--- config.mk ---
export PLATFORM = sky130hd
export DESIGN_NAME = address_bitmap_allocator
export DESIGN_NICKNAME = d
export VERILOG_FILES = /design/src/design/aba_pkg.sv /design/src/design/aba_ctrl.sv /design/src/design/aba_datapath.sv /design/src/design/address_bitmap_allocator.sv
export SDC_FILE = /design/constraint.sdc
export NUM_CORES = 1
export LEC_CHECK = 0
export ABC_AREA = 0
export BUFFER_PORTS_ARGS = -buffer_cell sky130_fd_sc_hd__buf_2
export CAP_MARGIN = 20
export CORE_ASPECT_RATIO = 1.25
export CORE_MARGIN = 10
export CORE_UTILIZATION = 50
export CTS_CLUSTER_SIZE = 10
export DETAILED_ROUTE_END_ITERATION = 7
export PLACE_DENSITY = 0.66
export SLEW_MARGIN = 20
export SYNTH_ARGS = -nofsm -noshare
export SYNTH_HDL_FRONTEND = slang
export SYNTH_SLANG_ARGS = --single-unit
--- constraint.sdc ---
create_clock -name clk_i -period 6.85 [get_ports clk_i]
set_clock_uncertainty 0.2 [all_clocks]
set_input_delay 0 -clock clk_i [delete_from_list [all_inputs] [get_ports clk_i]]
set_output_delay 0 -clock clk_i [all_outputs]
set_load 0.02 [all_outputs]
--- src/design/aba_pkg.sv ---
`default_nettype none

package aba_pkg;

  // Fixed geometry of the bitmap and the request fields
  localparam int WORD_BITS = 32;
  localparam int BIT_W     = 5;
  localparam int ADDR_W    = 8;

  typedef enum logic [1:0] {
    CMD_ALLOC   = 2'd0,
    CMD_RELEASE = 2'd1,
    CMD_RESERVE = 2'd2,
    CMD_QUERY   = 2'd3
  } cmd_e;

  typedef enum logic [1:0] {
    STAT_OK    = 2'd0,
    STAT_RANGE = 2'd1,
    STAT_FULL  = 2'd2
  } status_e;

  typedef enum logic [1:0] {
    S_IDLE,
    S_SCAN,
    S_FINISH
  } state_e;

  typedef struct packed {
    cmd_e              command;
    logic [ADDR_W-1:0] address;
  } req_t;

  typedef struct packed {
    status_e           status;
    logic [ADDR_W-1:0] granted_address;
    logic              in_use;
  } rsp_t;

  // Controller to datapath
  typedef struct packed {
    logic load_req;
    logic scan_step;
    logic commit;
  } ctl_cmd_t;

  // Datapath to controller
  typedef struct packed {
    logic req_alloc;
    logic word_free;
    logic scan_last;
    logic slot_free;
  } dp_sts_t;

endpackage

`default_nettype wire

--- src/design/aba_ctrl.sv ---
`default_nettype none

module aba_ctrl
  import aba_pkg::*;
(
  input  wire logic     clk_i,
  input  wire logic     rst_ni,
  input  wire logic     in_valid_i,
  output logic          in_ready_o,
  input  wire dp_sts_t  sts_i,
  output ctl_cmd_t      cmd_o
);

  state_e state_q, state_d;

  // State register
  always_ff @(posedge clk_i or negedge rst_ni) begin
    if (!rst_ni) begin
      state_q <= S_IDLE;
    end else begin
      state_q <= state_d;
    end
  end

  // Sequence one transaction: take it, scan if allocating, then commit
  always_comb begin
    state_d       = state_q;
    cmd_o         = '0;
    in_ready_o    = 1'b0;
    case (state_q)
      S_IDLE: begin
        in_ready_o = 1'b1;
        if (in_valid_i) begin
          cmd_o.load_req = 1'b1;
          state_d        = sts_i.req_alloc ? S_SCAN : S_FINISH;
        end
      end
      S_SCAN: begin
        cmd_o.scan_step = 1'b1;
        if (sts_i.word_free || sts_i.scan_last) begin
          state_d = S_FINISH;
        end
      end
      S_FINISH: begin
        // Hold until the output register can take the result
        if (sts_i.slot_free) begin
          cmd_o.commit = 1'b1;
          state_d      = S_IDLE;
        end
      end
      default: begin
        state_d = S_IDLE;
      end
    endcase
  end

endmodule

`default_nettype wire

--- src/design/aba_datapath.sv ---
`default_nettype none

module aba_datapath
  import aba_pkg::*;
#(
  parameter int MAP_WORDS = 4
) (
  input  wire logic     clk_i,
  input  wire logic     rst_ni,
  input  wire req_t     in_req_i,
  input  wire ctl_cmd_t cmd_i,
  output dp_sts_t       sts_o,
  output logic          out_valid_o,
  input  wire logic     out_ready_i,
  output rsp_t          out_rsp_o
);

  localparam int WIDX     = (MAP_WORDS > 1) ? $clog2(MAP_WORDS) : 1;
  localparam int MAP_BITS = MAP_WORDS * WORD_BITS;

  // Position of the lowest clear bit of a word
  function automatic logic [BIT_W-1:0] lowest_zero(input logic [WORD_BITS-1:0] word);
    logic [BIT_W-1:0] pos;
    pos = '0;
    for (int b = WORD_BITS - 1; b >= 0; b--) begin
      if (!word[b]) begin
        pos = BIT_W'(b);
      end
    end
    return pos;
  endfunction

  logic [WORD_BITS-1:0] map_q [MAP_WORDS];
  req_t                 req_q;
  logic [WIDX-1:0]      scan_idx_q;
  logic                 found_q;
  logic [WIDX-1:0]      hit_word_q;
  logic [BIT_W-1:0]     hit_bit_q;
  rsp_t                 out_q;
  logic                 out_valid_q;

  logic                 in_range;
  logic [WIDX-1:0]      addr_word;
  logic [BIT_W-1:0]     addr_bit;
  logic [WIDX-1:0]      rd_idx;
  logic [WORD_BITS-1:0] rd_word;
  logic                 word_free;
  logic                 scan_last;
  logic [BIT_W-1:0]     free_bit;
  rsp_t                 rsp_d;
  logic                 wr_en;
  logic [WIDX-1:0]      wr_idx;
  logic [BIT_W-1:0]     wr_bit;
  logic                 wr_val;

  // Decode the requested address
  assign in_range  = {1'b0, req_q.address} < 9'(MAP_BITS);
  assign addr_word = in_range ? req_q.address[BIT_W +: WIDX] : '0;
  assign addr_bit  = req_q.address[BIT_W-1:0];

  // Read one bitmap word: the scanned one or the addressed one
  assign rd_idx    = cmd_i.scan_step ? scan_idx_q : addr_word;
  assign rd_word   = map_q[rd_idx];
  assign word_free = ~&rd_word;
  assign free_bit  = lowest_zero(rd_word);
  assign scan_last = scan_idx_q == WIDX'(MAP_WORDS - 1);

  // Capture the request, and the word and bit of the first free bit found by the scan
  always_ff @(posedge clk_i) begin
    if (cmd_i.load_req) begin
      req_q <= in_req_i;
    end
    if (cmd_i.scan_step && word_free && !found_q) begin
      hit_word_q <= scan_idx_q;
      hit_bit_q  <= free_bit;
    end
  end

  // Advance the scan one word per cycle, stop at the first free bit or at the last word
  always_ff @(posedge clk_i or negedge rst_ni) begin
    if (!rst_ni) begin
      scan_idx_q <= '0;
      found_q    <= 1'b0;
    end else if (cmd_i.load_req) begin
      scan_idx_q <= '0;
      found_q    <= 1'b0;
    end else if (cmd_i.scan_step && !found_q) begin
      if (word_free) begin
        found_q <= 1'b1;
      end else if (!scan_last) begin
        scan_idx_q <= scan_idx_q + WIDX'(1);
      end
    end
  end

  // Form the result and the bitmap update
  always_comb begin
    rsp_d                 = '0;
    rsp_d.status          = STAT_OK;
    wr_en                 = 1'b0;
    wr_idx                = addr_word;
    wr_bit                = addr_bit;
    wr_val                = 1'b0;
    case (req_q.command)
      CMD_ALLOC: begin
        if (found_q) begin
          rsp_d.granted_address = ADDR_W'({hit_word_q, hit_bit_q});
          wr_en                 = 1'b1;
          wr_idx                = hit_word_q;
          wr_bit                = hit_bit_q;
          wr_val                = 1'b1;
        end else begin
          rsp_d.status = STAT_FULL;
        end
      end
      CMD_RELEASE: begin
        if (!in_range) begin
          rsp_d.status = STAT_RANGE;
        end else begin
          wr_en = 1'b1;
        end
      end
      CMD_RESERVE: begin
        if (!in_range) begin
          rsp_d.status = STAT_RANGE;
        end else begin
          wr_en  = 1'b1;
          wr_val = 1'b1;
        end
      end
      CMD_QUERY: begin
        if (!in_range) begin
          rsp_d.status = STAT_RANGE;
        end else begin
          rsp_d.in_use = rd_word[addr_bit];
        end
      end
      default: begin
        rsp_d.status = STAT_OK;
      end
    endcase
  end

  // Bitmap: all free after reset
  always_ff @(posedge clk_i or negedge rst_ni) begin
    if (!rst_ni) begin
      for (int w = 0; w < MAP_WORDS; w++) begin
        map_q[w] <= '0;
      end
    end else if (cmd_i.commit && wr_en) begin
      map_q[wr_idx][wr_bit] <= wr_val;
    end
  end

  // Output register
  always_ff @(posedge clk_i or negedge rst_ni) begin
    if (!rst_ni) begin
      out_valid_q <= 1'b0;
    end else if (cmd_i.commit) begin
      out_valid_q <= 1'b1;
    end else if (out_ready_i) begin
      out_valid_q <= 1'b0;
    end
  end

  always_ff @(posedge clk_i) begin
    if (cmd_i.commit) begin
      out_q <= rsp_d;
    end
  end

  assign out_valid_o = out_valid_q;
  assign out_rsp_o   = out_q;

  assign sts_o.req_alloc = in_req_i.command == CMD_ALLOC;
  assign sts_o.word_free = word_free;
  assign sts_o.scan_last = scan_last;
  assign sts_o.slot_free = !out_valid_q || out_ready_i;

  a_commit_free: assert property (@(posedge clk_i) disable iff (!rst_ni)
    cmd_i.commit |-> (!out_valid_q || out_ready_i))
    else $error("result committed over a waiting transaction");

  a_alloc_marks: assert property (@(posedge clk_i) disable iff (!rst_ni)
    (cmd_i.commit && req_q.command == CMD_ALLOC && found_q)
    |=> map_q[$past(hit_word_q)][$past(hit_bit_q)])
    else $error("allocated address not marked used");

  a_grant_range: assert property (@(posedge clk_i) disable iff (!rst_ni)
    out_valid_q |-> ({1'b0, out_q.granted_address} < 9'(MAP_BITS)))
    else $error("granted address beyond the map");

  a_query_only: assert property (@(posedge clk_i) disable iff (!rst_ni)
    (out_valid_q && out_q.in_use)
    |-> (out_q.status == STAT_OK && out_q.granted_address == '0))
    else $error("in_use reported on a failed or non-query transaction");

endmodule

`default_nettype wire

--- src/design/address_bitmap_allocator.sv ---
// Address bitmap allocator: keeps one used bit per address for MAP_WORDS*32
// addresses, all free after reset. Allocate returns the lowest free address
// and marks it used (status 2 when none is free); release, reserve and query
// act on the given address (status 1 when it is at or beyond MAP_WORDS*32).
// One transaction is handled at a time: release, reserve and query skip
// the scan, while allocate first reads 1 to MAP_WORDS 32-bit bitmap words,
// one word per cycle through a single read port, up to the first word with
// a free bit. A new request is taken while a previous result still waits in
// the output register.
`default_nettype none

module address_bitmap_allocator
  import aba_pkg::*;
#(
  parameter int MAP_WORDS = 4
) (
  input  wire logic clk_i,
  input  wire logic rst_ni,
  input  wire logic in_valid_i,
  output logic      in_ready_o,
  input  wire req_t in_req_i,
  output logic      out_valid_o,
  input  wire logic out_ready_i,
  output rsp_t      out_rsp_o
);

  ctl_cmd_t cmd;
  dp_sts_t  sts;

  aba_ctrl u_ctrl (
    .clk_i      (clk_i),
    .rst_ni     (rst_ni),
    .in_valid_i (in_valid_i),
    .in_ready_o (in_ready_o),
    .sts_i      (sts),
    .cmd_o      (cmd)
  );

  aba_datapath #(
    .MAP_WORDS (MAP_WORDS)
  ) u_datapath (
    .clk_i       (clk_i),
    .rst_ni      (rst_ni),
    .in_req_i    (in_req_i),
    .cmd_i       (cmd),
    .sts_o       (sts),
    .out_valid_o (out_valid_o),
    .out_ready_i (out_ready_i),
    .out_rsp_o   (out_rsp_o)
  );

endmodule

`default_nettype wire

; ---- After elaboration in Yosys (flattened, before gate mapping)
; Cells that the tools add are included.
[word_totals]
inputBits = 14
mem_count = 0
word_cells = 144
rom_bits = 0
ramBits = 0
register_bits = 162
output_inout_bits = 13
latchBits = 0
[op_classes]
muxes = 74
reduce_logical = 29
addsub = 1
n_eq_ne = 11
order_cmp = 7
div_mod_pow = 0
mul = 0
shift = 0
bitwise = 2
[op_table]
columns = operator, count
row1 = $bwmux W128, 1
row2 = $mux W32, 3
row3 = $mux W5, 18
row4 = $bmux W32 S2, 1
row5 = $demux W32 S2, 1
row6 = $mux W4, 8
row7 = $reduce_and A32 Y1, 1
row8 = $mux W2, 15
row9 = $mux W1, 17
row10 = $reduce_and A16 Y1, 1
row11 = $lt A5 B6 Y1 const B, 2
row12 = $mux W3, 4
row13 = $eq A2 B2 Y1 const B, 4
row14 = $lt A8 B8 Y1 const B, 1
row15 = $ne A2 B2 Y1 const B, 4
row16 = $reduce_and A2 Y1, 4
row17 = $reduce_and A8 Y1, 1
row18 = $ge A3 B3 Y1 const B, 2
row19 = $logic_and A1 B1 Y1, 6
row20 = $logic_not A2 Y1, 3
row21 = $not A2 Y3, 2
row22 = $pmux W2 S3, 1
row23 = $reduce_and A3 Y1, 2
row24 = $reduce_bool A2 Y1, 3
row25 = other kinds (14), 19

; ---- Depth between registers and ports, before layout
; Gate-level depths: netlist of the first run.
[depth]
depth_word = 38
ltp_mapped = 12
ltp_nobuf = 9

; ---- Hierarchy
; A second synthesis of the first run with hierarchy kept.
[hier_totals]
hier_cells = 913
hier_area_um2 = 9195.1
[modules_own_cells]
columns = mod, seq_area_each_um2, instances, area_per_inst_um2, cells_each
row1 = aba_datapath, 4113.9, 1, 9066.2, 900
row2 = aba_ctrl, 50.0, 1, 128.9, 13

; ---- Least setup slack after synthesis of the first run
; No wires, ideal clock.
[synth_timing]
path_kind = flip-flop to flip-flop
start = register u_ctrl.state_q[1]
end = register u_datapath.hit_bit_q[0], enable pin
synth_period_minus_slack_ps = 3139
slack_ps = 3711
path_stages_with_launch = 13
required_ps = 6270
arrival_time_ps = 2559
setup_time_ps = 380
path_buffers = 4
path_cell_list = dfrtp_1 -> nand2b_4 -> buf_6 -> mux2i_1 -> buf_6 -> buf_12 -> buf_12 -> mux2i_1 -> mux2i_1 -> and4_1 -> nand4_1 -> nor2_1 -> nor3_1
[synth_between]
elab_chain_len = 11
[synth_lines]
columns = item, line
row1 = start: declaration, aba_ctrl.sv:14  ; state_e state_q, state_d;
row2 = start signal: assignment, aba_ctrl.sv:21  ; state_q <= state_d;
row3 = $eq A2 B1 Y1 (*), aba_ctrl.sv:30  ; case (state_q)
row4 = $mux W1 (*), aba_ctrl.sv:30
row5 = $mux W2, aba_datapath.sv:62  ; assign rd_idx = cmd_i.scan_step ? scan_idx_q : addr_word;
row6 = $not A2 Y3 (implied by the code), aba_datapath.sv:63  ; assign rd_word = map_q[rd_idx];
row7 = $bmux W32 S2, aba_datapath.sv:63
row8 = $mux W32 (implied by the code) (2 in series), aba_datapath.sv:63
row9 = $reduce_and A32 Y1, aba_datapath.sv:64  ; assign word_free = ~&rd_word;
row10 = $logic_not A1 Y1, aba_datapath.sv:64
row11 = $logic_and A1 B1 Y1 (*) (2 in series), aba_datapath.sv:73  ; if (cmd_i.scan_step && word_free && !found_q) begin
row12 = end signal: assignment, aba_datapath.sv:75  ; hit_bit_q <= free_bit;
row13 = end: declaration, aba_datapath.sv:38  ; logic [BIT_W-1:0] hit_bit_q;
; Every way passes the cells marked *; elsewhere a longest branch is shown, timed or not. The select of a mux whose other input is x is not followed.
; A chain may end at the register's enable or synchronous reset.

; ---- Final worst setup path of the first run
[layout_timing]
start = register u_datapath.req_q[8] in the netlist's numbering
end = register u_datapath.map_q[120] in the netlist's numbering
[layout_between]
elab_chain_len = 9
word_cells_on_any_way = 21
cone_classes = order compare: 4 / eq/ne: 2 / mux: 9 / bitwise: 1 / reduce/logical: 5
[layout_lines]
columns = item, line
row1 = start: declaration, aba_datapath.sv:34  ; req_t req_q;
row2 = start signal: assignment, aba_datapath.sv:71  ; req_q <= in_req_i;
row3 = $logic_not A2 Y1, aba_datapath.sv:104  ; case (req_q.command)
row4 = $mux W5, aba_datapath.sv:104
row5 = $lt A5 B6 Y1 (implied by the code) or $ge A5 B1 Y1 (tied branches), aba_datapath.sv:151  ; map_q[wr_idx][wr_bit] <= wr_val;
row6 = $logic_and A1 B1 Y1 (implied by the code), aba_datapath.sv:151
row7 = $mux W1 (implied by the code), aba_datapath.sv:151
row8 = $demux W1 S5, n/a
row9 = $mux W32 (implied by the code), aba_datapath.sv:151
row10 = $demux W32 S2, aba_datapath.sv:151
row11 = $bwmux W128, aba_datapath.sv:151
row12 = end signal: indexed assignment, aba_datapath.sv:151
row13 = end: declaration, aba_datapath.sv:33  ; logic [WORD_BITS-1:0] map_q [MAP_WORDS];
; Parallel ways exist; a longest one is shown, timed or not.

==> impl_metrics.toml, run 1 <==
[yosys]
synthCells = 802
synth_top_area_frac = 0.380
synth-edff-count = 27
ys_seq_area_frac = 0.471
yosys_warnings = 0
ys_seq_elements = 161
synth.area.top_cells = "dfrtp_1, mux2_2, edfxtp_1"
async_reset_ff_frac = 0.832
ys.flop_type = "dfrtp_1"
synth_nets = 820
synth_top_area_cell = "dfrtp_1"
synth_cell_type_count = 61
syn-cell-area_um2 = 8830
syn_avg_cell_area_um2 = 11.0

[setup_path]
worstPathMaxFanout = 20
worstPathArrival_ns = 4.02
crit_type = "reg -> reg"
cp-start-kind = "flop"
end_kind = "flop"
crit_required_ns = 6.95

[layout]
mostFrequentLayoutCell = "mux2_2"
multi_input_comb_area_um2 = 4420
regArea_um2 = 4160
layout.nets = 835
fillers = 1505
areaGrowthSynthToFinish_pct = 9.93
fin_cells = 1054
insertedDiodeCount = 0
layout-drive-gt1-share = 0.276
most-common-layout-cells = "mux2_2, dfrtp_1, nor2_1, nand2_1, mux2i_1"

[global_routing]
gr-total-overflow = 0
track_usage = 0.182
grt_pass1_vias = 6354
antenna_found_initial = 0
busiest_layer = "met2"
grt_first_pass_wirelength_um = 34500
grtUsageMet1 = 0.217
use_met3 = 0.0302
grt_max_degree = 129
gr-usage-met2 = 0.329

[clock_network]
cts_tree = "done"
clock_path_buffers = 2
cts.clk_slew.worst_paths_ns = 0.06
htreeDepth = 4
clkSinkCount = 161
cts_setup_buffers = 0
clk_latency_ns = 0.43
cts_buffers = 17
cts-root-buf = "clkbuf_16"

[power_and_ir_drop]
total_leakage_power_uw = 0.00445
p_sw_uw = 568
pwr_density_cell_nw_per_um2 = 221
power_frac_comb = 0.119
pwr-share-seq = 0.479
power.switching_fraction = 0.264
p_clk_frac = 0.402
intPower_uw = 1580
ir_worst_vdd_v = 0.000150

[hold_path]
hold_class = "in -> async"

[place]
dp.final_hpwl_um = 14500
io_buffers = 25
routabilityCongestion = 0.903
dp_cells = 1009

[timing]
finalCriticalPeriod_ns = 3.91
finalSetupViolations = 0
slew_viol_final = 0
slew_headroom = 0.268
final_hold_viol_count = 0
fmax_mhz = 256
finalSetupTns_ns = 0
grt_setup_unrepaired = "false"
tightest_slew_ns = 1.09
fin_crit_sh = 0.571

[detailed_routing]
drc = 0
vias = 6137
drtAntennaViolNets = 0
wl_um = 21300
routed_via_density = 5.82
wire_per_inst_um = 20.2
first_pass_iters = 5
first_iter_violations = 326

[die]
chipWidth_um = 139
ios = 27
initial_core_util = 0.507
core_area_um2 = 17400
die_y_um = 169
rows = 54
dieArea_um2 = 23400

[run_status]
status = "finished, final reports clean"

[flow_run]
cap_violations = 0
==> area by class of cell <==
class                      count  share of cell area
tap                          224              0.0289
clock buffer                  20              0.0450
timing repair buffer          43              0.0308
clock inverter                12             0.00966
sequential                   161               0.429
multi-input combinational    588               0.455
inverter                       6             0.00232
==> sequential cells by signal, indices dropped and copies added (netlist names), 2 cells and up <==
signal                 cells
u_datapath.scan_idx_q      2
u_datapath.hit_bit_q       5
u_datapath.out_rsp_o      10
u_datapath.req_q           5
u_datapath.addr_bit        5
u_ctrl.state_q             2
u_datapath.hit_word_q      2
u_datapath.map_q         128
==> power groups by stage <==
stage	sequential (uW)	combinational, uW	clock, uW
floorplan	1050	169	0
global placement	1040	246	0
detailed placement	1040	251	0
CTS	1030	258	881
global route	1030	277	919
finish	1030	257	863
==> through the flow <==
step | utilization | cell area, um2 | setup WS (ns) | power, uW | hold slack (ns)
6_report | 0.557 | 9710 | 2.94 | 2150 | 0.00718
5_1_grt | 0.557 | 9710 | 2.51 | 2230 | 0.0915
4_1_cts | 0.556 | 9700 | 2.73 | 2170 | 0.0459
3_5_place_dp | 0.518 | 9040 | 2.75 | 1300 | -0.0572
3_3_place_gp | 0.518 | 9030 | 2.88 | 1290 | -0.0752
2_1_floorplan | - | 8830 | 3.71 | 1220 | -0.496
==> what timing repair did <==
item                      in CTS  in global routing
hold buffers                  13                  0
hold endpoints to repair      75                  0
resized for setup              0                  0
==> metal layers <==
metal | wire (um) | vias up
li1 | - | 2868
met2 | 11200 | 134
met5 | 0 | -
met4 | 274 | 0
met1 | 9020 | 3118
met3 | 782 | 17
==> worst paths after layout <==
kind / slack, ns / endpoint / from / cells after the start
setup / recovery: 2.94 / u_datapath.map_q[120] / u_datapath.req_q[8] / 8
hold / removal: 0.007 / u_datapath.map_q[61] / rst_ni / 2
setup reg to reg: 2.94 / u_datapath.map_q[120] / u_datapath.req_q[8] / 8
hold reg to reg: 0.30 / u_datapath.map_q[20] / u_datapath.map_q[20] / 1
max in group asynchronous: 5.01 / u_datapath.map_q[79] / rst_ni / 3
min in group clk_i: 0.09 / u_datapath.req_q[7] / in_req_i[7] / 2
==> worst max-delay path: stages, from the launching register on <==
cell and delay (ns):
edfxtp_1 0.39, inv_1 0.12, ha_1 0.33, and2_1 0.42, a21oi_1 0.07, nor4_1 0.64, nand3_1 0.91, nor2_1 0.35
mux2_2 0.36
==> cell usage after synthesis, types with 7 or more instances <==
master,count
mux2_2,150
dfrtp_1,134
nor2_1,119
nand2_1,92
mux2i_1,80
clkbuf_1,34
edfxtp_1,27
nor3_1,12
a21oi_1,11
o22ai_1,11
nor2b_1,10
a31oi_1,8
and3_1,8
o21ai_0,7
==> cells by family after synthesis <==
group | count (synthesis) | synth area share
fa+ha+maj | 4 | 0.00567
other cells | 1 | 0.000424
mux | 234 | 0.290
compound gates | 63 | 0.0473
buf+inv | 53 | 0.0336
simple gates | 286 | 0.152
flops | 161 | 0.471
No activity file was read; power rests on OpenSTA's default activity.
==> inputs of run 2 (changes only) <==
--- a/config.mk
+++ b/config.mk
@@ -5,7 +5,7 @@
 export SDC_FILE = /design/constraint.sdc
 export NUM_CORES = 1
 export LEC_CHECK = 0
-export ABC_AREA = 0
+export ABC_AREA = 1
 export BUFFER_PORTS_ARGS = -buffer_cell sky130_fd_sc_hd__buf_2
 export CAP_MARGIN = 20
 export CORE_ASPECT_RATIO = 1.25
@@ -13,7 +13,7 @@
 export CORE_UTILIZATION = 50
 export CTS_CLUSTER_SIZE = 10
 export DETAILED_ROUTE_END_ITERATION = 7
-export PLACE_DENSITY = 0.66
+export PLACE_DENSITY = 0.69
 export SLEW_MARGIN = 20
 export SYNTH_ARGS = -nofsm -noshare
 export SYNTH_HDL_FRONTEND = slang
==> constraint.sdc (replaced) <==
create_clock -name clk_i -period 3.2 [get_ports clk_i]
set_clock_uncertainty 0.2 [all_clocks]
set_input_delay 0 -clock clk_i [delete_from_list [all_inputs] [get_ports clk_i]]
set_output_delay 0 -clock clk_i [all_outputs]
set_load 0.02 [all_outputs]
==> impl_metrics.toml, run 2 <==
[run_status]
status = "finished, violations left"
violations = "setup timing"

[global_routing]
grt_first_pass_wirelength_um = 37000
gr-total-overflow = 0
antenna_found_initial = 0
track_usage = 0.207
grt_max_degree = 71
grt_pass1_vias = 7249

[detailed_routing]
routed_via_density = 5.91
wire_per_inst_um = 17.8
vias = 7459
drc = 0
met1_length_um = 9420
first_pass_iters = 7
first_iter_violations = 826
wl_met2_um = 11300
met3_wirelength_um = 1180
drtAntennaViolNets = 0
wl_um = 22400
highest_layer = "met4"

[timing]
slew_headroom = 0.399
finalCriticalPeriod_ns = 3.22
hold_ws_ns = 0.0866
slew_viol_final = 0
setup_slack_ns = -0.0213
fin_crit_sh = 1.01
final_hold_viol_count = 0
grt_setup_unrepaired = "true"
tightest_slew_ns = 0.892
finalSetupViolations = 1
fmax_mhz = 310

[place]
placed_cell_area_um2 = 8970
io_buffers = 25
dp.final_hpwl_um = 14200
routabilityCongestion = 0.865
dp_cells = 1208

[layout]
multi_input_comb_area_um2 = 3560
fillers = 1340
insertedDiodeCount = 0
most-common-layout-cells = "a21oi_1, dfrtp_1, a31oi_1, nor2_1, nand2_1"
largest_reg_flops = 128
stdcell_area_um2 = 9880
layout.nets = 1052
regArea_um2 = 4160
areaGrowthSynthToFinish_pct = 20.1
fin_cells = 1263
regMostFlops = "u_datapath.map_q"
layout-drive-gt1-share = 0.165
final_core_util = 0.610
mostFrequentLayoutCell = "a21oi_1"

[yosys]
ys_seq_area_frac = 0.506
synth-edff-count = 27
syn_avg_cell_area_um2 = 8.59
synth_top_area_frac = 0.408
yosysMostFrequentCell = "a21oi_1"
ys_seq_elements = 161
syn-cell-area_um2 = 8220
synthCells = 957
synth_top_area_cell = "dfrtp_1"
synth_commonest_cells = "a21oi_1, dfrtp_1, a31oi_1"
yosys_warnings = 0
synth_nets = 975
async_reset_ff_frac = 0.832
synth_cell_type_count = 39
ys.flop_type = "dfrtp_1"
synth.area.top_cells = "dfrtp_1, edfxtp_1, a31oi_1"

[setup_path]
reg2reg_slack_ns = -0.02
worstPathArrival_ns = 3.19
path_common_cell = "nand2_1"
worstPathMaxFanout = 7
cp_slowest_cell = "dfrtp_1"
endpoint = "u_datapath.hit_bit_q[0]"
reg2reg_to = "u_datapath.hit_bit_q[0]"
rr_worst_depth = 33
cp-start-kind = "flop"
crit_required_ns = 3.17
crit_type = "reg -> reg"
end_kind = "flop"
crit_path_max_incr_delay_ns = 0.41
r2r-start = "u_ctrl.state_q[1]"
crit_path_start = "u_ctrl.state_q[1]"

[clock_network]
htreeDepth = 4
cts_buffers = 17
clkSinkCount = 161
cts_tree = "done"
cts.clk_slew.worst_paths_ns = 0.07
clock_path_buffers = 2
cts-root-buf = "clkbuf_16"
clk_latency_ns = 0.43

[die]
rows = 52
die_y_um = 163
ios = 27
initial_core_util = 0.508
dieArea_um2 = 22000
chipWidth_um = 135
core_area_um2 = 16200

[flow_run]
cap_violations = 0

[power_and_ir_drop]
pwr_density_cell_nw_per_um2 = 685
total_leakage_power_uw = 0.00445
ir_worst_vdd_v = 0.000425

[hold_path]
hold_class = "in -> reg"
## run 2: cell types whose count changed in the layout (fill, tap and decap cells not counted), sizes merged, moves of 68 or more
cell / change
a31oi: +121
a21oi: +147
inv: +68
mux2: -150
buf: +74
mux2i: -82
o21ai: +78
## run 2: cell families (layout without fill, tap and decap cells)
family	count (synthesis)	after routing	synth area share
other cells	1	1	0.000456
buf+inv	133	223	0.0741
simple gates	243	243	0.122
flops	161	161	0.506
fa+ha+maj	4	4	0.00609
compound gates	415	415	0.291
## run 2: layout make-up
type | count | share of cell area
Clock buffer | 20 | 0.0464
Clock inverter | 12 | 0.0157
Inverter | 72 | 0.0276
Multi-Input combinational cell | 663 | 0.360
Sequential cell | 161 | 0.421
Tap cell | 216 | 0.0274
Timing Repair Buffer | 119 | 0.102
## run 2: how the worst min path moves through the flow
stage | startpoint | endpoint | slack, ns | depth (start not counted)
floorplan | rst_ni | u_ctrl.state_q[0] | -0.50 | 0
global placement | rst_ni | u_datapath.map_q[61] | -0.13 | 1
detailed placement | rst_ni | u_datapath.map_q[61] | -0.13 | 1
CTS | in_req_i[2] | u_datapath.addr_bit[2] | 0.06 | 2
global route | in_req_i[2] | u_datapath.addr_bit[2] | 0.07 | 2
finish | in_req_i[2] | u_datapath.addr_bit[2] | 0.09 | 2
## run 2: critical path, delay by kind of cell (launching register included)
kind                   cells  cell delay [ns]
flip-flops                 1             0.41
AO/OA/AOI/OAI              4             0.59
buffers and inverters      2             0.28
AND/OR/NAND/NOR           27             1.49
## run 2: timing repair
item | in CTS | in global routing
pin swaps | 3 | 3
setup buffers | 3 | 5
resized for setup | 4 | 18
hold buffers | 15 | 0
hold endpoints to repair | 149 | 0
setup endpoints to repair | 9 | 15
## run 2: per-layer routing
metal | up-vias | track usage
met1 | 3584 | 0.251
li1 | 3572 | -
met5 | - | 0
met2 | 264 | 0.355
met4 | 0 | 0.0862
met3 | 39 | 0.0375
## run 2: through the flow
| stage | setup WS, ns | power, uW | setup TNS, ns |
|---|---|---|---|
| floorplan | 0.217 | 3890 | 0 |
| global placement | 0.00339 | 4540 | 0 |
| detailed placement | -0.0405 | 4580 | -0.0405 |
| CTS | 0.00783 | 6730 | 0 |
| global route | -0.282 | 7140 | -0.611 |
| finish | -0.0213 | 6770 | -0.0213 |
## run 2: power breakdown
part	switching, uW	internal (uW)	total (uW)
registers	176	2390	2570
logic	1350	741	2090
clock network	835	1280	2110
